### src/rtl/core/s256_pkg.sv
// shared types, constants and round functions of the sha-256 stream hasher
// no dependencies
package s256_pkg;

  localparam int BlkQueueDepth = 2;
  localparam int BlockWords    = 16;
  localparam int Rounds        = 64;
  localparam logic [7:0] PadMark = 8'h80;

  typedef struct packed {
    logic [7:0] message_byte;
    logic       byte_present;
    logic       end_of_message;
  } in_item_t;

  typedef struct packed {
    logic [31:0] digest_word;
    logic [2:0]  word_index;
    logic        last_word;
  } out_item_t;

  // one 512-bit block for the compression engine
  typedef struct packed {
    logic [BlockWords-1:0][31:0] words;
    logic                        final_blk;
  } blk_entry_t;

  localparam logic [7:0][31:0] InitHash = {
    32'h5be0cd19, 32'h1f83d9ab, 32'h9b05688c, 32'h510e527f,
    32'ha54ff53a, 32'h3c6ef372, 32'hbb67ae85, 32'h6a09e667};

  localparam logic [63:0][31:0] RoundK = {
    32'hc67178f2, 32'hbef9a3f7, 32'ha4506ceb, 32'h90befffa,
    32'h8cc70208, 32'h84c87814, 32'h78a5636f, 32'h748f82ee,
    32'h682e6ff3, 32'h5b9cca4f, 32'h4ed8aa4a, 32'h391c0cb3,
    32'h34b0bcb5, 32'h2748774c, 32'h1e376c08, 32'h19a4c116,
    32'h106aa070, 32'hf40e3585, 32'hd6990624, 32'hd192e819,
    32'hc76c51a3, 32'hc24b8b70, 32'ha81a664b, 32'ha2bfe8a1,
    32'h92722c85, 32'h81c2c92e, 32'h766a0abb, 32'h650a7354,
    32'h53380d13, 32'h4d2c6dfc, 32'h2e1b2138, 32'h27b70a85,
    32'h14292967, 32'h06ca6351, 32'hd5a79147, 32'hc6e00bf3,
    32'hbf597fc7, 32'hb00327c8, 32'ha831c66d, 32'h983e5152,
    32'h76f988da, 32'h5cb0a9dc, 32'h4a7484aa, 32'h2de92c6f,
    32'h240ca1cc, 32'h0fc19dc6, 32'hefbe4786, 32'he49b69c1,
    32'hc19bf174, 32'h9bdc06a7, 32'h80deb1fe, 32'h72be5d74,
    32'h550c7dc3, 32'h243185be, 32'h12835b01, 32'hd807aa98,
    32'hab1c5ed5, 32'h923f82a4, 32'h59f111f1, 32'h3956c25b,
    32'he9b5dba5, 32'hb5c0fbcf, 32'h71374491, 32'h428a2f98};

  function automatic logic [31:0] big_sig0(input logic [31:0] x);
    big_sig0 = {x[1:0], x[31:2]} ^ {x[12:0], x[31:13]} ^ {x[21:0], x[31:22]};
  endfunction

  function automatic logic [31:0] big_sig1(input logic [31:0] x);
    big_sig1 = {x[5:0], x[31:6]} ^ {x[10:0], x[31:11]} ^ {x[24:0], x[31:25]};
  endfunction

  function automatic logic [31:0] sml_sig0(input logic [31:0] x);
    sml_sig0 = {x[6:0], x[31:7]} ^ {x[17:0], x[31:18]} ^ {3'b000, x[31:3]};
  endfunction

  function automatic logic [31:0] sml_sig1(input logic [31:0] x);
    sml_sig1 = {x[16:0], x[31:17]} ^ {x[18:0], x[31:19]} ^ {10'b0, x[31:10]};
  endfunction

endpackage

### src/rtl/core/s256_back.sv
// back end: 64-round compression, one round a cycle, and the digest buffer
// depends on s256_pkg
module s256_back (
  input  logic                  clk,
  input  logic                  rst_n,
  input  s256_pkg::blk_entry_t  q_head,
  input  logic                  q_empty,
  output logic                  q_pop,
  output logic                  out_empty,
  input  logic                  out_pop,
  output s256_pkg::out_item_t   out_data
);
  import s256_pkg::*;

  typedef enum logic [2:0] {
    B_IDLE = 3'b001,
    B_RUN  = 3'b010,
    B_ADD  = 3'b100
  } bstate_t;

  bstate_t     state_r;
  logic [5:0]  rnd_r;
  logic        fin_r;
  logic [31:0] chain_r [8];
  logic [31:0] v_r [8];
  logic [31:0] w_r [BlockWords];
  logic [31:0] dig_r [8];
  logic        dvalid_r;
  logic [2:0]  oidx_r;
  logic [31:0] t1, t2, w_new;
  logic [31:0] sum [8];

  assign q_pop = (state_r == B_IDLE) && !q_empty;

  // round and schedule datapath
  always_comb begin
    t1 = v_r[7] + big_sig1(v_r[4]) + ((v_r[4] & v_r[5]) ^ (~v_r[4] & v_r[6]))
       + RoundK[rnd_r] + w_r[0];
    t2 = big_sig0(v_r[0]) + ((v_r[0] & v_r[1]) ^ (v_r[0] & v_r[2]) ^ (v_r[1] & v_r[2]));
    w_new = sml_sig1(w_r[14]) + w_r[9] + sml_sig0(w_r[1]) + w_r[0];
    for (int i = 0; i < 8; i++) begin
      sum[i] = chain_r[i] + v_r[i];
    end
  end

  // engine sequencing and chaining value
  always_ff @(posedge clk) begin
    if (!rst_n) begin
      state_r <= B_IDLE;
      rnd_r   <= '0;
      for (int i = 0; i < 8; i++) begin
        chain_r[i] <= InitHash[i];
      end
    end else begin
      unique case (state_r)
        B_IDLE: begin
          if (!q_empty) begin
            state_r <= B_RUN;
            rnd_r   <= '0;
          end
        end
        B_RUN: begin
          rnd_r <= rnd_r + 6'd1;
          if (rnd_r == 6'(Rounds - 1)) begin
            state_r <= B_ADD;
          end
        end
        B_ADD: begin
          if (!fin_r) begin
            for (int i = 0; i < 8; i++) begin
              chain_r[i] <= sum[i];
            end
            state_r <= B_IDLE;
          end else if (!dvalid_r) begin
            for (int i = 0; i < 8; i++) begin
              chain_r[i] <= InitHash[i];
            end
            state_r <= B_IDLE;
          end
        end
        default: state_r <= B_IDLE;
      endcase
    end
  end

  // working variables and schedule window
  always_ff @(posedge clk) begin
    if (q_pop) begin
      fin_r <= q_head.final_blk;
      for (int i = 0; i < 8; i++) begin
        v_r[i] <= chain_r[i];
      end
      for (int i = 0; i < BlockWords; i++) begin
        w_r[i] <= q_head.words[i];
      end
    end else if (state_r == B_RUN) begin
      v_r[7] <= v_r[6];
      v_r[6] <= v_r[5];
      v_r[5] <= v_r[4];
      v_r[4] <= v_r[3] + t1;
      v_r[3] <= v_r[2];
      v_r[2] <= v_r[1];
      v_r[1] <= v_r[0];
      v_r[0] <= t1 + t2;
      for (int i = 0; i < BlockWords - 1; i++) begin
        w_r[i] <= w_r[i+1];
      end
      w_r[BlockWords-1] <= w_new;
    end
  end

  // digest buffer and word counter
  always_ff @(posedge clk) begin
    if (!rst_n) begin
      dvalid_r <= 1'b0;
      oidx_r   <= '0;
    end else if (state_r == B_ADD && fin_r && !dvalid_r) begin
      dvalid_r <= 1'b1;
      oidx_r   <= '0;
    end else if (out_pop && dvalid_r) begin
      oidx_r <= oidx_r + 3'd1;
      if (oidx_r == 3'd7) begin
        dvalid_r <= 1'b0;
      end
    end
  end

  always_ff @(posedge clk) begin
    if (state_r == B_ADD && fin_r && !dvalid_r) begin
      for (int i = 0; i < 8; i++) begin
        dig_r[i] <= sum[i];
      end
    end
  end

  assign out_empty            = !dvalid_r;
  assign out_data.digest_word = dig_r[oidx_r];
  assign out_data.word_index  = oidx_r;
  assign out_data.last_word   = (oidx_r == 3'd7);

endmodule

### config.mk
export PLATFORM = sky130hd
export DESIGN_NAME = s256_back
export DESIGN_NICKNAME = d
export VERILOG_FILES = /design/src/rtl/core/s256_pkg.sv /design/src/rtl/core/s256_back.sv
export SDC_FILE = /design/constraint.sdc
export NUM_CORES = 2
export LEC_CHECK = 0
export ABC_CLOCK_PERIOD_IN_PS = 27800
export BUFFER_PORTS_ARGS = -buffer_cell sky130_fd_sc_hd__buf_4
export CORE_MARGIN = 4
export CORE_UTILIZATION = 23
export CTS_CLUSTER_DIAMETER = 50
export DETAILED_ROUTE_END_ITERATION = 8
export PLACE_DENSITY = 0.47
export RECOVER_POWER = 50
export SETUP_SLACK_MARGIN = 0.02
export SKIP_CTS_REPAIR_TIMING = 1
export SYNTH_ARGS = -nofsm -noshare
export SYNTH_HDL_FRONTEND = slang
export SYNTH_SLANG_ARGS = --single-unit
### constraint.sdc
create_clock -name clk -period 27.8 [get_ports clk]
set_input_delay 5.56 -clock clk [delete_from_list [all_inputs] [get_ports clk]]
set_output_delay 5.56 -clock clk [all_outputs]
set_load 0.1 [all_outputs]
==> impl_metrics.tcl <==
set metrics [dict create \
    routed_wl_um 320800 \
    port_buffers 554 \
    syn2layout_area_growth_pct 20.35 \
    clk_latency_ns 0.88 \
    outcome "finished with violations" \
    drc 0 \
    synth_area_leaders "edfxtp_1, nand2_1, ha_1, fa_1, xnor2_1" \
    ys_ff_latch 1329 \
    die_width_um 599.6 \
    rsz0062_at_grt "false" \
    cts_tree "built" \
    finalCritPeriodShare_pct 48.58 \
    drtPass1Iterations 6 \
    grt_pass1_vias 64250 \
    maxCapViolations 20 \
    yosys.area.top_type "edfxtp_1" \
    synth_area_sq_um 80490 \
    grt_use_total_pct 17.26 \
    cp_max_fo 38 \
    syn-num-nets 9332 \
    violations "capacitance limit, slew limit" \
    hpwl_um 241100 \
    crit_chain "clkbuf_1, nor2_1, nand2_4, clkinvlp_2, buf_4" \
    yosysSeqAreaShare_pct 47.39 \
    yosys.area.top_type_share_pct 43.02 \
    highest_layer "met5" \
    avgSynthCellArea_sq_um 9.781 \
    cp-end-kind "output port" \
    gp_congestion 0.9173 \
    multiInputGateArea_sq_um 39540 \
    synth_edf_count 1153 \
    layout_min_cycle_time_ns 13.51 \
    regArea_sq_um 38160 \
    slew-limit-headroom_pct -478.5 \
    min_path_type "reg -> reg" \
    worst-setup-path-type "in -> out" \
    ant_nets 0 \
    crit_slowest_cell "clkinvlp_2" \
    layout_commonest_cell "nand2_1" \
    skew_ns 0.07883 \
    overflow 0 \
    post_drt_wl_per_cell_um 23.78 \
    crit_required_ns 22.24 \
    rows 216 \
    tightestPinTransition_ns 8.678 \
    core_area_sq_um 347300 \
    antenna_found_initial 49 \
    synthFlopType "edfxtp_1" \
    path_clk_slew_ns 0.05 \
    cp.arrival_ns 7.95 \
    die_area_sq_um 359500 \
    setup_viol_count_final 0 \
    clock-sinks 1329 \
    cts_buffers 219 \
    ys_async_sr_fraction_pct 0 \
    synth_cell_types 104 \
    via_per_inst 4.676 \
    io_pins 555 \
    cp_slowest_stage_delay_ns 1.16 \
    drtIter0Drc 5846 \
    fmax_mhz 74.05 \
    grt_max_degree 198 \
    wl_met1_um 139300 \
    wl_met3_um 18260 \
    cts_root_buffer "clkbuf_16" \
    vias 63100 \
    yosys_warnings 0 \
    htreeDepth 4 \
    grt_pass1_wl_um 455600 \
    fin_setup_tns_ns 0 \
    fillers 36470 \
    final_cell_mix "nand2_1, edfxtp_1, xnor2_1, a21oi_1, ha_1" \
    fp.dieH_um 599.6 \
    r2r_setup_slack_ns 16.60 \
    drive_gt1_share_pct 11.99 \
    finalHoldViolCount 0 \
    start_util_pct 23.18 \
    syn_inst 8229 \
    dr_wl_met2_um 151000 \
    clockBufferDepth 4 \
    cp-start-kind "input pin" \
    nNetsFinal 9810 \
    finalMaxSlewViolations 984 \
]
[sequential cells by signal, summed over array words and instances, names as in the netlist, 3 cells and up, named ones only]
register / cells
oidx_r: 3
state_r: 3
chain_r: 256
w_r: 512
v_r: 256
dig_r: 256
rnd_r: 6
[final timing paths]
kind,cells after the start,endpoint,from
worst max-delay path,5,q_pop,q_empty
worst min-delay path,2,chain_r[1][13],chain_r[1][13]
worst max register to register,6,v_r[0][125],state_r[2]
worst min register to register,2,chain_r[1][13],chain_r[1][13]
[synthesized netlist by cell type (176+ instances only)]
library cell / number
nand2_1: 2497
edfxtp_1: 1153
xnor2_1: 432
a21oi_1: 403
ha_1: 391
o21ai_0: 356
clkbuf_1: 345
inv_1: 334
nor2_1: 326
a21o_1: 198
fa_1: 195
dfxtp_1: 176
[metal layers]
| metal | GRT usage [%] | vias to the layer above |
|---|---|---|
| li1 | - | 29460 |
| met1 | 22.82 | 31040 |
| met2 | 28.61 | 2094 |
| met3 | 2.752 | 478 |
| met4 | 5.923 | 26 |
| met5 | 0 | - |
[metrics by stage]
stage          std cells  area [sq um]  util (%)  hold slack, ns  worst slack, ns
5_1_grt            13470         96820     27.88          0.4930            14.11
6_report           13490         96870     27.89          0.4742            14.30
3_5_place_dp       13060         89800     25.86          0.4698            15.55
2_1_floorplan       8229         80490         -          0.4490            5.995
4_1_cts            13470         97460     28.06          0.4773            15.55
3_3_place_gp       13060         89800     25.86          0.4626            15.52
[area by class of cell]
cell class              count  share of cell area (%)
diodes                     25                 0.06458
clock buffers             247                   5.916
clock inverters           158                   1.990
inverters                 337                   1.316
multi-input cells        6167                   40.82
flip-flops and latches   1329                   39.39
well taps                4578                   5.913
repair buffers            653                   4.596
[critical path: cells and delay by family]
family / cells / cell delay [ns]
and+or+nand+nor: 2 / 0.23
buffers and inverters: 3 / 2.11
[cell families (layout without fill, tap and decap cells)]
kind of cell,Yosys count,after routing,share of synthesized area [%]
other,0,25,0
AO/OA/AOI/OAI,1444,1444,11.40
adder cells (fa/ha/maj),590,590,10.98
XOR/XNOR,601,601,6.566
multiplexers,141,141,2.849
buffers and inverters,733,1395,3.457
AND/OR/NAND/NOR,3391,3391,17.36
flip-flops,1329,1329,47.39
Power is not shown: default switching activity piles up to over one toggle a cycle in this logic, so the estimate is an artifact.
