--- src/rtl/core/s256_pkg.sv ---
// shared types, constants and round functions of the sha-256 stream hasher
// no dependencies
package s256_pkg;

  localparam int BlkQueueDepth = 2;
  localparam int BlockWords    = 16;
  localparam int Rounds        = 64;
  localparam logic [7:0] PadMark = 8'h80;

  typedef struct packed {
    logic [7:0] message_byte;
    logic       byte_present;
    logic       end_of_message;
  } in_item_t;

  typedef struct packed {
    logic [31:0] digest_word;
    logic [2:0]  word_index;
    logic        last_word;
  } out_item_t;

  // one 512-bit block for the compression engine
  typedef struct packed {
    logic [BlockWords-1:0][31:0] words;
    logic                        final_blk;
  } blk_entry_t;

  localparam logic [7:0][31:0] InitHash = {
    32'h5be0cd19, 32'h1f83d9ab, 32'h9b05688c, 32'h510e527f,
    32'ha54ff53a, 32'h3c6ef372, 32'hbb67ae85, 32'h6a09e667};

  localparam logic [63:0][31:0] RoundK = {
    32'hc67178f2, 32'hbef9a3f7, 32'ha4506ceb, 32'h90befffa,
    32'h8cc70208, 32'h84c87814, 32'h78a5636f, 32'h748f82ee,
    32'h682e6ff3, 32'h5b9cca4f, 32'h4ed8aa4a, 32'h391c0cb3,
    32'h34b0bcb5, 32'h2748774c, 32'h1e376c08, 32'h19a4c116,
    32'h106aa070, 32'hf40e3585, 32'hd6990624, 32'hd192e819,
    32'hc76c51a3, 32'hc24b8b70, 32'ha81a664b, 32'ha2bfe8a1,
    32'h92722c85, 32'h81c2c92e, 32'h766a0abb, 32'h650a7354,
    32'h53380d13, 32'h4d2c6dfc, 32'h2e1b2138, 32'h27b70a85,
    32'h14292967, 32'h06ca6351, 32'hd5a79147, 32'hc6e00bf3,
    32'hbf597fc7, 32'hb00327c8, 32'ha831c66d, 32'h983e5152,
    32'h76f988da, 32'h5cb0a9dc, 32'h4a7484aa, 32'h2de92c6f,
    32'h240ca1cc, 32'h0fc19dc6, 32'hefbe4786, 32'he49b69c1,
    32'hc19bf174, 32'h9bdc06a7, 32'h80deb1fe, 32'h72be5d74,
    32'h550c7dc3, 32'h243185be, 32'h12835b01, 32'hd807aa98,
    32'hab1c5ed5, 32'h923f82a4, 32'h59f111f1, 32'h3956c25b,
    32'he9b5dba5, 32'hb5c0fbcf, 32'h71374491, 32'h428a2f98};

  function automatic logic [31:0] big_sig0(input logic [31:0] x);
    big_sig0 = {x[1:0], x[31:2]} ^ {x[12:0], x[31:13]} ^ {x[21:0], x[31:22]};
  endfunction

  function automatic logic [31:0] big_sig1(input logic [31:0] x);
    big_sig1 = {x[5:0], x[31:6]} ^ {x[10:0], x[31:11]} ^ {x[24:0], x[31:25]};
  endfunction

  function automatic logic [31:0] sml_sig0(input logic [31:0] x);
    sml_sig0 = {x[6:0], x[31:7]} ^ {x[17:0], x[31:18]} ^ {3'b000, x[31:3]};
  endfunction

  function automatic logic [31:0] sml_sig1(input logic [31:0] x);
    sml_sig1 = {x[16:0], x[31:17]} ^ {x[18:0], x[31:19]} ^ {10'b0, x[31:10]};
  endfunction

endpackage

--- src/rtl/core/s256_front.sv ---
// front end: packs message bytes into blocks and builds the padded tail blocks
// depends on s256_pkg
module s256_front (
  input  logic                  clk,
  input  logic                  rst_n,
  input  logic                  in_push,
  output logic                  in_full,
  input  s256_pkg::in_item_t    in_data,
  output logic                  q_push,
  output s256_pkg::blk_entry_t  q_data,
  input  logic                  q_full
);
  import s256_pkg::*;

  typedef enum logic [2:0] {
    F_TAKE = 3'b001,
    F_PAD  = 3'b010,
    F_LEN  = 3'b100
  } fstate_t;

  fstate_t          state_r, state_nxt;
  logic [5:0]       fill_r, fill_nxt;
  logic [63:0]      bits_r, bits_nxt;
  logic [63:0][7:0] bytes_r, bytes_nxt;
  logic             accept;
  logic [15:0][31:0] full_words, pad_words, len_words;

  assign in_full = (state_r != F_TAKE) || q_full;
  assign accept  = in_push && !in_full;

  // byte write into the block buffer
  always_comb begin
    bytes_nxt = bytes_r;
    if (accept && in_data.byte_present) begin
      bytes_nxt[fill_r] = in_data.message_byte;
    end
  end

  // candidate blocks: full data, padded tail, length-only tail
  always_comb begin
    for (int k = 0; k < BlockWords; k++) begin
      full_words[k] = {bytes_nxt[4*k], bytes_nxt[4*k+1], bytes_nxt[4*k+2], bytes_nxt[4*k+3]};
      len_words[k]  = '0;
    end
    for (int k = 0; k < BlockWords; k++) begin
      for (int j = 0; j < 4; j++) begin
        if (6'(4*k+j) < fill_r) begin
          pad_words[k][31-8*j -: 8] = bytes_r[4*k+j];
        end else if (6'(4*k+j) == fill_r) begin
          pad_words[k][31-8*j -: 8] = PadMark;
        end else begin
          pad_words[k][31-8*j -: 8] = 8'h00;
        end
      end
    end
    if (fill_r < 6'd56) begin
      pad_words[14] = bits_r[63:32];
      pad_words[15] = bits_r[31:0];
    end
    len_words[14] = bits_r[63:32];
    len_words[15] = bits_r[31:0];
  end

  // sequencing of data and tail blocks
  always_comb begin
    state_nxt      = state_r;
    fill_nxt       = fill_r;
    bits_nxt       = bits_r;
    q_push         = 1'b0;
    q_data.words   = full_words;
    q_data.final_blk = 1'b0;
    unique case (state_r)
      F_TAKE: begin
        if (accept) begin
          if (in_data.byte_present) begin
            fill_nxt = fill_r + 6'd1;
            bits_nxt = bits_r + 64'd8;
            q_push   = (fill_r == 6'd63);
          end
          if (in_data.end_of_message) begin
            state_nxt = F_PAD;
          end
        end
      end
      F_PAD: begin
        q_data.words     = pad_words;
        q_data.final_blk = (fill_r < 6'd56);
        if (!q_full) begin
          q_push = 1'b1;
          if (fill_r < 6'd56) begin
            fill_nxt  = '0;
            bits_nxt  = '0;
            state_nxt = F_TAKE;
          end else begin
            state_nxt = F_LEN;
          end
        end
      end
      F_LEN: begin
        q_data.words     = len_words;
        q_data.final_blk = 1'b1;
        if (!q_full) begin
          q_push    = 1'b1;
          fill_nxt  = '0;
          bits_nxt  = '0;
          state_nxt = F_TAKE;
        end
      end
      default: state_nxt = F_TAKE;
    endcase
  end

  // control registers
  always_ff @(posedge clk) begin
    if (!rst_n) begin
      state_r <= F_TAKE;
      fill_r  <= '0;
      bits_r  <= '0;
    end else begin
      state_r <= state_nxt;
      fill_r  <= fill_nxt;
      bits_r  <= bits_nxt;
    end
  end

  // block buffer
  always_ff @(posedge clk) begin
    bytes_r <= bytes_nxt;
  end

endmodule

--- config.mk ---
export PLATFORM = sky130hd
export DESIGN_NAME = s256_front
export DESIGN_NICKNAME = d
export VERILOG_FILES = /design/src/rtl/core/s256_pkg.sv /design/src/rtl/core/s256_front.sv
export SDC_FILE = /design/constraint.sdc
export NUM_CORES = 1
export LEC_CHECK = 0
export BUFFER_PORTS_ARGS = -buffer_cell sky130_fd_sc_hd__buf_2
export CORE_ASPECT_RATIO = 0.8
export CORE_MARGIN = 2
export CORE_UTILIZATION = 50
export CTS_CLUSTER_DIAMETER = 50
export CTS_CLUSTER_SIZE = 20
export DETAILED_ROUTE_END_ITERATION = 8
export PLACE_DENSITY_LB_ADDON = 0.1
export SLEW_MARGIN = 15
export SYNTH_ARGS = -nofsm -noshare
export SYNTH_HDL_FRONTEND = slang
export SYNTH_SLANG_ARGS = --single-unit
--- constraint.sdc ---
create_clock -name clk -period 7.5 [get_ports clk]
set_clock_uncertainty 0.05 [all_clocks]
set_input_delay 0.75 -clock clk [delete_from_list [all_inputs] [get_ports clk]]
set_output_delay 0.75 -clock clk [all_outputs]
set_load 0.01 [all_outputs]
==> key figures <==
GRT
  • Aggregate global-route resource usage: around 34%
  • Number of antenna violations at the first check in global routing: 1
  • Wire length of the first global-routing pass: around 150 mm
  • Leftover overflow at the end of global routing: 0
  • Pin count of the biggest net entering global routing: roughly 150
  • Via count of the first global-routing pass: approximately 24000

Synthesis
  • Synthesized-area fraction occupied by adder cells: less than 1%
  • Synthesized instance count: ~2800
  • Cell taking the most area after synthesis: sky130_fd_sc_hd__dfxtp_1
  • Cell with the most instances after synthesis: sky130_fd_sc_hd__dfxtp_1
  • FF+latch count, synth: around 580
  • Synth Area in XOR/XNOR: less than 1%
  • Share of Yosys cell area claimed by the top area cell type: roughly two fifths
  • Ranking of synthesized cells by area: sky130_fd_sc_hd__dfxtp_1 (42%), sky130_fd_sc_hd__mux2_2 (20%), sky130_fd_sc_hd__a22o_1 (13%)
  • Mapped Area: between 0.02 and 0.03 mm^2
  • Area fraction in compound gates after synthesis: 22.8%
  • Post-synthesis share of cell area spent on and, or, nand and nor gates: a little over a tenth
  • Count of warnings emitted by yosys: 0
  • Proportion of register bits with asynchronous set or reset after synthesis: 0%
  • List of most frequent post-synthesis cells: sky130_fd_sc_hd__dfxtp_1 (582), sky130_fd_sc_hd__mux2_2 (498), sky130_fd_sc_hd__a22o_1 (421), sky130_fd_sc_hd__clkbuf_1 (198), sky130_fd_sc_hd__nand2_1 (175)
  • Combinational family with the most area after synthesis: compound AO/OA/AOI/OAI gates
  • Syn_nets: 2772
  • Synth unique cells: about 70
  • Share of synthesized area spent on multiplexers: 20.8%
  • Dominant synthesized flop cell: sky130_fd_sc_hd__dfxtp_1
  • Syn Area/Cell: around 10 um^2
  • Sequential-to-total area share from yosys stat: 42.0%
  • Number of enable flip-flop cells after synthesis: 0

Power and ir drop
  • Switching pwr: 1550 uW
  • Internal power of the cells: about 4600 uW
  • Clock network power share: 44.9%
  • Switching power share of the total: between 20 and 30%
  • Pwr per Cell Area: about 190 mW/mm^2
  • Max VDD drop: ~0.16 mV
  • Sequential share of power: just over 50%
  • Leakage: between 0.01 and 0.015 uW
  • Relative contribution of combinational cells to total power: 4.1%

Clock tree
  • Clock tree from TritonCTS: done
  • Number of buffers inserted by hold repair at cts: 0
  • CTS H-Tree Depth: 2
  • Number of post-CTS setup repair buffers: 0
  • Latest clock arrival within the worst-skew pair: ~0.62 ns
  • Buffer levels on the longest clock path: 3
  • Clock net sink count: a little under 600
  • Number of buffers created by CTS: 49
  • Post-cts resize count: 0
  • Clk slew on worst S/H paths: roughly 0.07 ns
  • Clk Tree Root Cell: sky130_fd_sc_hd__clkbuf_16

Timing
  • Final TNS setup: 0 ns
  • Transition time of the tightest slew-check pin: 1.23 ns
  • Share of the clock period used by the worst path: 72.1%
  • Fin. max-slew vios: 0
  • Post-route minimum period: around 5.4 ns
  • Hold Fails Final Rpt: 0
  • Worst slew margin relative to its limit: approximately 18%
  • Final setup vio count: 0
  • Post-Route Hold Slack: around 0.43 ns
  • Maximum clock frequency: ~180 MHz
  • Unrepaired setup endpoints after global routing: no

Floorplan
  • Top-level port count: roughly 530
  • Die height: roughly 210 um
  • Initial cell density of the core: 50.4%
  • Cell row count: between 70 and 80
  • Horizontal extent of the die: 267 um
  • Die area: approximately 0.057 mm^2
  • Core area: between 0.05 and 0.06 mm^2

Worst setup path
  • CP Data Required Time: between 6 and 7 ns
  • Startpoint of the worst register-to-register path: state_r[0]$_SDFFE_PN1P_
  • Critical Path End Type: output pin
  • WP data arrival: 4.61 ns
  • Launching element type of the critical path: flip-flop
  • Highest net fanout along the worst path: 16
  • Type of the worst setup path: flip-flop to output pin
  • Start point of the critical path: state_r[0]$_SDFFE_PN1P_

Layout
  • Fill cells: around 4800
  • Sequential Area: between 0.01 and 0.015 mm^2
  • Area growth, synth to finish: 17.1%
  • Non-Filler Instances: about 3900
  • Post-route design area: 0.0325 mm^2
  • Ratio of cells with drive above 1 in the final layout: roughly two fifths
  • Net count reported at finish: about 3200
  • Area of the multi-input gates: around 0.015 mm^2

Detailed routing
  • Number of detailed-route iterations in the first pass: 6
  • Total wire length after detailed routing: 103 mm
  • Initial detailed-routing violation count: between 2000 and 2500
  • Detailed-route via count: 24900
  • Average detailed-routed wire length per instance: 26.2 um
  • DRC Markers: 0
  • Antenna Violating Nets Remaining: 0
  • Ratio of routed vias to standard cells: 6.36

Placement
  • Placed cell areas: approximately 0.031 mm^2
  • Post-detail-place hpwl: 70.9 mm
  • Routability Congestion: ~0.90
  • Count of input and output buffers: roughly 530
  • Cell count after placement: roughly 3800

Run status
  • Result of the run: finished, final reports clean

Flow run
  • Count of maximum capacitance violations: 0

Min path
  • Hold WC Path Type: flip-flop to flip-flop
  • Hold wc startpoint: bytes_r[506]$_DFF_P_
==> state kept, by name (all words and copies together) (netlist names) <==
name	flops
fill_r	6
bits_r	61
bytes_r	512
state_r	3
==> cell families (layout without fill, tap and decap cells) <==
group                      Yosys count  in the layout
AOI/OAI and AO/OA                  823            823
xor gates and xnor gates             1              1
adders and majority gates            5              5
buffers and inverters              263            683
DFF                                582            582
muxes                              514            514
other                                0              1
and+or+nand+nor                    565            565
==> area by class of cell <==
type	count	share of cell area (%)
sequential	582	35.8
clock inverter	35	1.19
tap	750	2.88
antenna	1	0.00769
multi-input combinational	1908	46.6
clock buffer	55	4.03
timing repair buffer	570	9.19
inverter	23	0.265
==> critical path, stage by stage, from the launching register on <==
cell and delay [ns]:
sky130_fd_sc_hd__dfxtp_1 0.64, sky130_fd_sc_hd__nor3b_4 0.50, sky130_fd_sc_hd__and2_1 0.70, sky130_fd_sc_hd__nand3_2 0.51
sky130_fd_sc_hd__nor2_2 0.77, sky130_fd_sc_hd__o32ai_1 0.41, sky130_fd_sc_hd__a22o_1 0.30, sky130_fd_sc_hd__buf_2 0.15
==> through the flow <==
| step | setup WS, ns | utilization [%] | power, uW |
|---|---|---|---|
| 5_1_grt | 1.89 | 59.0 | 6280 |
| 6_report | 2.09 | 59.0 | 6130 |
| 4_1_cts | 1.77 | 59.0 | 6150 |
| 2_1_floorplan | 4.01 | - | 3340 |
| 3_5_place_dp | 2.32 | 55.9 | 3440 |
| 3_3_place_gp | 2.54 | 55.9 | 3440 |
==> cell usage in the layout, fill, tap and decap left out, drive strengths merged, types with 21 or more instances in the layout <==
| cell | synthesis | final |
|---|---|---|
| buf | 42 | 570 |
| nand2 | 176 | 176 |
| o21a | 29 | 29 |
| dfxtp | 582 | 582 |
| a31oi | 25 | 25 |
| a221o | 33 | 33 |
| nor2 | 161 | 161 |
| a21oi | 68 | 68 |
| nor4 | 21 | 21 |
| a22oi | 22 | 22 |
| o21ai | 120 | 120 |
| nand4 | 29 | 29 |
| nand3 | 49 | 49 |
| a22o | 421 | 421 |
| clkbuf | 198 | 55 |
| mux2 | 506 | 506 |
| and3 | 21 | 21 |
| inv | 22 | 36 |
| nor3 | 23 | 23 |
==> final timing paths <==
check	cells after the start	endpoint	slack, ns
setup / recovery	7	q_data[375]	2.09
hold / removal	1	bytes_r[506]$_DFF_P_	0.43
setup reg to reg	5	bytes_r[303]$_DFF_P_	3.74
hold reg to reg	1	bytes_r[506]$_DFF_P_	0.43
==> metal layers <==
| metal | vias up | part of all wire [%] | track usage, % |
|---|---|---|---|
| met4 | 0 | 4.8 | 15.2 |
| met5 | - | 0 | 0 |
| met3 | 263 | 8.6 | 8.28 |
| li1 | 11200 | - | - |
| met1 | 12500 | 40 | 42.5 |
| met2 | 1055 | 47 | 56.6 |
==> power groups by stage <==
stage	logic, uW	registers (uW)	clock network (uW)
detailed placement	245	3200	0
global route	260	3130	2890
global placement	242	3200	0
floorplan	145	3190	0
CTS	246	3120	2780
finish	250	3130	2750
Power figures use the tool's default switching activity.
