[src/rtl/core/s256_pkg.sv]
// shared types, constants and round functions of the sha-256 stream hasher
// no dependencies
package s256_pkg;

  localparam int BlkQueueDepth = 2;
  localparam int BlockWords    = 16;
  localparam int Rounds        = 64;
  localparam logic [7:0] PadMark = 8'h80;

  typedef struct packed {
    logic [7:0] message_byte;
    logic       byte_present;
    logic       end_of_message;
  } in_item_t;

  typedef struct packed {
    logic [31:0] digest_word;
    logic [2:0]  word_index;
    logic        last_word;
  } out_item_t;

  // one 512-bit block for the compression engine
  typedef struct packed {
    logic [BlockWords-1:0][31:0] words;
    logic                        final_blk;
  } blk_entry_t;

  localparam logic [7:0][31:0] InitHash = {
    32'h5be0cd19, 32'h1f83d9ab, 32'h9b05688c, 32'h510e527f,
    32'ha54ff53a, 32'h3c6ef372, 32'hbb67ae85, 32'h6a09e667};

  localparam logic [63:0][31:0] RoundK = {
    32'hc67178f2, 32'hbef9a3f7, 32'ha4506ceb, 32'h90befffa,
    32'h8cc70208, 32'h84c87814, 32'h78a5636f, 32'h748f82ee,
    32'h682e6ff3, 32'h5b9cca4f, 32'h4ed8aa4a, 32'h391c0cb3,
    32'h34b0bcb5, 32'h2748774c, 32'h1e376c08, 32'h19a4c116,
    32'h106aa070, 32'hf40e3585, 32'hd6990624, 32'hd192e819,
    32'hc76c51a3, 32'hc24b8b70, 32'ha81a664b, 32'ha2bfe8a1,
    32'h92722c85, 32'h81c2c92e, 32'h766a0abb, 32'h650a7354,
    32'h53380d13, 32'h4d2c6dfc, 32'h2e1b2138, 32'h27b70a85,
    32'h14292967, 32'h06ca6351, 32'hd5a79147, 32'hc6e00bf3,
    32'hbf597fc7, 32'hb00327c8, 32'ha831c66d, 32'h983e5152,
    32'h76f988da, 32'h5cb0a9dc, 32'h4a7484aa, 32'h2de92c6f,
    32'h240ca1cc, 32'h0fc19dc6, 32'hefbe4786, 32'he49b69c1,
    32'hc19bf174, 32'h9bdc06a7, 32'h80deb1fe, 32'h72be5d74,
    32'h550c7dc3, 32'h243185be, 32'h12835b01, 32'hd807aa98,
    32'hab1c5ed5, 32'h923f82a4, 32'h59f111f1, 32'h3956c25b,
    32'he9b5dba5, 32'hb5c0fbcf, 32'h71374491, 32'h428a2f98};

  function automatic logic [31:0] big_sig0(input logic [31:0] x);
    big_sig0 = {x[1:0], x[31:2]} ^ {x[12:0], x[31:13]} ^ {x[21:0], x[31:22]};
  endfunction

  function automatic logic [31:0] big_sig1(input logic [31:0] x);
    big_sig1 = {x[5:0], x[31:6]} ^ {x[10:0], x[31:11]} ^ {x[24:0], x[31:25]};
  endfunction

  function automatic logic [31:0] sml_sig0(input logic [31:0] x);
    sml_sig0 = {x[6:0], x[31:7]} ^ {x[17:0], x[31:18]} ^ {3'b000, x[31:3]};
  endfunction

  function automatic logic [31:0] sml_sig1(input logic [31:0] x);
    sml_sig1 = {x[16:0], x[31:17]} ^ {x[18:0], x[31:19]} ^ {10'b0, x[31:10]};
  endfunction

endpackage

[src/rtl/core/s256_blkq.sv]
// short queue of whole blocks between the front end and the compression engine
// depends on s256_pkg
module s256_blkq #(
  parameter int Depth = s256_pkg::BlkQueueDepth
) (
  input  logic                  clk,
  input  logic                  rst_n,
  input  logic                  push,
  input  s256_pkg::blk_entry_t  push_data,
  output logic                  full,
  input  logic                  pop,
  output s256_pkg::blk_entry_t  head,
  output logic                  empty
);
  import s256_pkg::*;

  localparam int PtrW = $clog2(Depth);
  localparam int CntW = $clog2(Depth + 1);

  blk_entry_t      slot_r [Depth];
  logic [PtrW-1:0] wr_r, rd_r;
  logic [CntW-1:0] cnt_r;

  assign full  = (cnt_r == CntW'(Depth));
  assign empty = (cnt_r == '0);
  assign head  = slot_r[rd_r];

  // pointers and occupancy
  always_ff @(posedge clk) begin
    if (!rst_n) begin
      wr_r  <= '0;
      rd_r  <= '0;
      cnt_r <= '0;
    end else begin
      if (push) begin
        wr_r <= (wr_r == PtrW'(Depth - 1)) ? '0 : wr_r + PtrW'(1);
      end
      if (pop) begin
        rd_r <= (rd_r == PtrW'(Depth - 1)) ? '0 : rd_r + PtrW'(1);
      end
      if (push && !pop) begin
        cnt_r <= cnt_r + CntW'(1);
      end else if (pop && !push) begin
        cnt_r <= cnt_r - CntW'(1);
      end
    end
  end

  // entry storage
  always_ff @(posedge clk) begin
    if (push) begin
      slot_r[wr_r] <= push_data;
    end
  end

endmodule

[config.mk]
export PLATFORM = sky130hd
export DESIGN_NAME = s256_blkq
export DESIGN_NICKNAME = d
export VERILOG_FILES = /design/src/rtl/core/s256_pkg.sv /design/src/rtl/core/s256_blkq.sv
export SDC_FILE = /design/constraint.sdc
export NUM_CORES = 1
export LEC_CHECK = 0
export BUFFER_PORTS_ARGS = -buffer_cell sky130_fd_sc_hd__buf_4
export CAP_MARGIN = 20
export CORE_AREA = 2 2 397 399
export DETAILED_ROUTE_END_ITERATION = 8
export DIE_AREA = 0 0 399 401
export GPL_TIMING_DRIVEN = 0
export PLACE_DENSITY = 0.4
export SLEW_MARGIN = 25
export SYNTH_ARGS = -nofsm -noshare
export SYNTH_HDL_FRONTEND = slang
export SYNTH_SLANG_ARGS = --single-unit
[constraint.sdc]
create_clock -name clk -period 37.9 [get_ports clk]
set_clock_uncertainty 0.15 [all_clocks]
set_input_delay 3.79 -clock clk [delete_from_list [all_inputs] [get_ports clk]]
set_output_delay 3.79 -clock clk [all_outputs]
set_load 0.005 [all_outputs]
==> impl_metrics.csv, run 1 <==
group,metric,value,unit
worst_setup_path,startpoint_type,"flop",
routing,dr.max_layer_used,"met5",
finish,area_growth,40.14,%
routing,dr_total_vias,19820,
grt,grt_pass1_wl,160.0,mm
finish,drive_gt1_frac,0.6185,
timing,min_period,6.396,ns
worst_setup_path,cp.arrival,2.46,ns
synth,syn_area_per_cell,23.13,um^2
die,die_y,401,um
cts,htree_levels,3,
placement,io_buffers,1031,
routing,wire_per_inst,23.73,um
grt,antenna_found_initial,26,
routing,dr.pass1.iters,5,
routing,drt_iter0_markers,842,
power,p_leak,19.16,nW
routing,wirelength,117.8,mm
timing,setup_tns,0,ns
grt,gr-usage-all-layers,0.1415,
timing,holdWs,0.3637,ns
cts,clkSinkCount,1031,
die,die_width,399,um
cts,numCtsBuffers,115,
run_status,outcome,"complete, no violations",
worst_setup_path,worstPathCellList,"buf_6, buf_6, buf_6, mux2_2, buf_4",
timing,worst_pin_slew,0.6627,ns
cts,ctsHoldBuffers,0,
synth,yosysUniqueCellTypes,16,
timing,finalHoldViolCount,0,
synth,synth_cells,1618,
placement,gp_congestion,0.7839,
placement,dp_hpwl,91.19,mm
die,start_util,0.2404,
timing,final-max-slew-violation-count,0,
timing,finalSetupViolCount,0,
run,drv_cap,0,
worst_setup_path,cp-end-kind,"primary output",
worst_setup_path,worstSetupPathType,"flop to primary output",
synth,synth_seq_cells,1031,
worst_setup_path,cpMaxStageDelayCell,"mux2_2",
synth,synth_top_cell_by_area,"edfxtp_1",
power,vdd.ir_drop.worst,32.40,uV
finish,multi_input_area,5899,um^2
routing,avgViaCountPerCell,3.991,
synth,yosys_warnings,0,
min_path,hold_class,"flop to flop",
cts,ctsResizeCount,0,
timing,fin_ws,31.50,ns
worst_setup_path,critPathBufInv,4,
finish,layout_commonest_cell,"buf_4",
synth,syn_nets,2136,
routing,ant_nets,0,
finish,final_cell_mix,"buf_4, edfxtp_1, mux2_2, clkbuf_16, buf_6",
worst_setup_path,critical_path.top_delay_family,"buffers and inverters",
die,rows,145,
die,ios,1032,
synth,syn_area,37420,um^2
cts,path_clk_slew,0.06,ns
power,powerDensity,52.07,nW/um^2
grt,overflow,0,
cts,clock_latency,0.71,ns
timing,max_freq,156.4,MHz
finish,nets,3325,
synth,synthTopCellsByArea,"edfxtp_1, mux2_2, buf_6",
cts,cts_tree,"yes",
grt,grt_max_degree,47,
worst_setup_path,critPathMaxFanout,10,
synth,synth_top_area_share,0.8234,
timing,period_share,0.1688,
synth,synth_seq_area_share,0.8260,
timing,slew_headroom,0.5572,
worst_setup_path,crit_required,33.96,ns
worst_setup_path,cpMostUsedCell,"buf_6",
routing,wl_met2,61.95,mm
routing,drc,0,
grt,grt_pass1_vias,21580,
finish,fillCellCount,15060,
cts,ctsLongestPathBuffers,3,
placement,place_ws,31.05,ns
cts,postCtsSetupRepairBufs,0,
routing,drt-met1-wl,41.24,mm
routing,wl_met3,12.10,mm
die,dieArea,160000,um^2
finish,ff_latch_area,30910,um^2
cts,cts_root_buf,"clkbuf_16",
finish,finish.utilization,0.3369,
die,coreArea,155700,um^2
worst_setup_path,cpPeakStageDelay,0.45,ns
timing,rsz0062_at_grt,"no",
==> power breakdown <==
| group | internal (mW) | switching [mW] |
|---|---|---|
| Combinational | 0.181 | 0.151 |
| Sequential | 1.32 | 0.0115 |
| Clock | 0.614 | 0.453 |
| Total | 2.12 | 0.616 |
==> state kept, by name, indices dropped and copies added (netlist names), named ones only <==
name    cells
cnt_r       2
wr_r        1
slot_r   1026
rd_r        1
==> per-stage QoR <==
step                total power [mW]  instance area (um^2)  cells
floorplan                      1.518                 37420   1618
global placement               1.743                 47730   4707
detailed placement             1.697                 48800   4748
CTS                            2.786                 52430   4960
global route                   2.841                 52440   4965
finish                         2.731                 52440   4966
==> Yosys cell counts (all sizes together) <==
library cell and instances:
a21boi 1, and2 4, buf 57, dfxtp 5, edfxtp 1026, ha 1, inv 1, mux2 513
nor2 1, nor2b 3, o21a 1, o21ai 1, or3 1, xnor2 1, xor2 2
==> worst reg2reg max path, delay by kind of cell (launching register included) <==
family / cells / cell delay, ns
buffers and inverters: 6 / 1.85
DFF: 1 / 0.39
and+or+nand+nor: 1 / 0.54
==> cell type report <==
| type | count | share of cell area |
|---|---|---|
| Clock inverter | 59 | 0.009997 |
| Buffer | 57 | 0.01176 |
| Clock buffer | 153 | 0.05917 |
| Antenna cell | 6 | 0.0002863 |
| Multi-Input combinational cell | 529 | 0.1125 |
| Timing Repair Buffer | 1072 | 0.1677 |
| Inverter | 1 | 0.00007158 |
| Tap cell | 2058 | 0.04910 |
| Sequential cell | 1031 | 0.5894 |
==> cells by family after synthesis <==
group,Yosys count,share of synthesized area
muxes,513,0.1544
AOI/OAI and AO/OA,3,0.0005350
buffers and inverters,58,0.01658
xor gates and xnor gates,3,0.0007023
adders and majority gates,1,0.0003343
and+or+nand+nor,9,0.001438
DFF,1031,0.8260
==> metal layers <==
layer | GRT usage | vias to the layer above
met2 | 0.2579 | 742
met3 | 0.06286 | 171
li1 | - | 8900
met5 | 0 | -
met1 | 0.1436 | 9996
met4 | 0.04208 | 12
==> final timing paths <==
path                 start              to  slack (ns)  cells after the start
setup reg to reg      wr_r  slot_r[1][169]       34.58                      7
setup / recovery      flop       head[397]       31.50                      5
hold reg to reg   cnt_r[1]        cnt_r[1]        0.36                      2
hold / removal    cnt_r[1]        cnt_r[1]        0.36                      2
No activity file was read; power rests on OpenSTA's default activity.
==> run 2: changes to the inputs <==
- clock period: 37.9 -> 5.95 ns (I/O delays scaled with it)
==> run 2 against run 1 <==
Compared with the run above: count of clock-buffer cells in the layout decreased by 8; combinational power increased to 7.3 times the previous value; register-to-register slack got worse by 32 ns; power increased to 6.4 times the previous value; highest routed layer unchanged.
==> impl_metrics.csv, run 2 (synthesis gave the netlist of run 1 again) <==
group,metric,value,unit
run_status,outcome,"complete, no violations",
finish,layout_commonest_cell,"buf_4",
cts,clkSinkCount,1031,
worst_setup_path,crit_required,6.20,ns
power,swShare,0.2282,
placement,dp_hpwl,89.50,mm
grt,overflow,0,
timing,worst_pin_slew,0.6223,ns
run,drv_cap,0,
die,die_y,401,um
cts,clock_latency,0.71,ns
min_path,worstHoldPathCells,3,
finish,largest_reg_flops,1026,
grt,antenna_found_initial,14,
timing,period_share,0.5649,
worst_setup_path,critical_path.top_delay_family,"buffers and inverters",
placement,io_buffers,1031,
cts,htree_levels,3,
die,ios,1032,
power,powerDensity,303.8,nW/um^2
placement,gp_congestion,0.7990,
worst_setup_path,cpMostUsedCell,"buf_16",
finish,area_growth,53.31,%
routing,drt_iter0_markers,847,
worst_setup_path,critPathMaxFanout,23,
die,die_width,399,um
timing,final-max-slew-violation-count,0,
timing,min_period,3.361,ns
min_path,hold_class,"input port to flop",
power,p_int,13.45,mW
power,p_leak,21.22,nW
grt,grt_pass1_wl,163.9,mm
routing,ant_nets,0,
finish,multi_input_area,5899,um^2
die,rows,145,
finish,drive_gt1_frac,0.5251,
worst_setup_path,cpPeakStageDelay,0.45,ns
timing,finalHoldViolCount,0,
cts,numCtsBuffers,115,
finish,fin_cells,5481,
worst_setup_path,worstPathCellList,"nor2b_4, buf_12, buf_16, buf_16, buf_16, buf_16, buf_16, buf_16, buf_16, buf_16, buf_16, buf_12",
timing,rsz0062_at_grt,"no",
power,clock_power_share,0.375,
cts,cts_root_buf,"clkbuf_16",
finish,fillCellCount,14750,
grt,gr-usage-all-layers,0.1418,
grt,grt_pass1_vias,24270,
die,coreArea,155700,um^2
cts,ctsLongestPathBuffers,3,
worst_setup_path,path_depth,12,
placement,place_ws,2.139,ns
cts,path_clk_slew,0.06,ns
power,p_comb_frac,0.139,
worst_setup_path,worstSetupPathType,"flop to flop",
worst_setup_path,startpoint_type,"flop",
cts,cts_tree,"yes",
power,p_switching,3.977,mW
finish,final_cell_mix,"buf_4, edfxtp_1, dlygate4sd3_1, mux2_2, clkbuf_16",
placement,dp.cells,4747,
routing,drc,0,
timing,finalSetupViolCount,0,
power,seqPwrFrac,0.486,
grt,grt_max_degree,49,
timing,slew_headroom,0.5851,
worst_setup_path,cp.arrival,3.61,ns
routing,wirelength,117.7,mm
routing,dr_total_vias,21560,
power,vdd.ir_drop.worst,225.6,uV
timing,max_freq,297.5,MHz
worst_setup_path,cp-end-kind,"flop",
die,start_util,0.2404,
finish,top_regs,"slot_r: 1026 flops, cnt_r: 2 flops",
timing,fin_ws,2.589,ns
cts,postCtsSetupRepairBufs,0,
finish,ff_latch_area,30910,um^2
finish,finish.utilization,0.3685,
routing,avgViaCountPerCell,3.933,
die,dieArea,160000,um^2
finish,nets,3838,
worst_setup_path,critPathBufInv,11,
finish,regMostFlops,"slot_r",
worst_setup_path,cpMaxStageDelayCell,"nor2b_4",
routing,wire_per_inst,21.48,um
routing,dr.pass1.iters,5,
worst_setup_path,r2r_cells,12,
[run 2: worst paths after layout]
path	slack [ns]	startpoint	end
worst max register to register	2.59	wr_r	slot_r[0][349]
worst max-delay path	2.59	wr_r	slot_r[0][349]
worst min-delay path	0.08	push	wr_r
worst min register to register	0.36	cnt_r[1]	cnt_r[1]
[run 2: power groups by stage]
stage                     registers (mW)  logic, mW  clock network (mW)
after floorplan                     8.70      0.793                   0
after CTS                           8.48       2.49                6.77
after global placement              8.78       2.03                   0
final                               8.48       2.42                6.53
after detailed placement            8.63       2.16                   0
after global routing                8.51       2.59                7.04
[run 2: area by class of cell]
type,count,area share
Sequential cell,1031,0.5388
Timing Repair Buffer,1585,0.2418
Multi-Input combinational cell,529,0.1028
Clock buffer,145,0.05287
Tap cell,2058,0.04489
Buffer,57,0.01075
Clock inverter,65,0.007503
Antenna cell,10,0.0004362
Inverter,1,0.00006543
[run 2: per-stage QoR]
step / hold slack, ns / total power, mW / setup TNS, ns / instance area (um^2)
2_1_floorplan: 0.3229 / 9.495 / -2275.07 / 37430
3_3_place_gp: 0.3463 / 10.81 / -6749.26 / 47740
3_5_place_dp: 0.3597 / 10.79 / 0 / 48730
4_1_cts: 0.0005241 / 17.75 / 0 / 57340
5_1_grt: 0.02634 / 18.13 / 0 / 57360
6_report: 0.08396 / 17.43 / 0 / 57370
[run 2: per-layer routing]
metal	GRT usage	part of all wire	up-vias
li1	-	-	9923
met1	0.1426	0.35	10690
met2	0.2589	0.52	743
met3	0.05863	0.091	201
met4	0.05164	0.035	4
met5	0	0.00019	-
[run 2: repair_timing]
| action | 4_1_cts | 5_1_grt |
|---|---|---|
| hold buffers | 514 | 0 |
| resized for setup | 0 | 0 |
| hold endpoints to repair | 1031 | 0 |
[run 2: worst register-to-register path, stage by stage, from the launching register on]
cell and delay, ns:
dfxtp_1 0.34, nor2b_4 0.45, buf_12 0.26, buf_16 0.19, buf_16 0.17, buf_16 0.20, buf_16 0.19, buf_16 0.19
buf_16 0.17, buf_16 0.16, buf_16 0.17, buf_16 0.18, buf_12 0.21
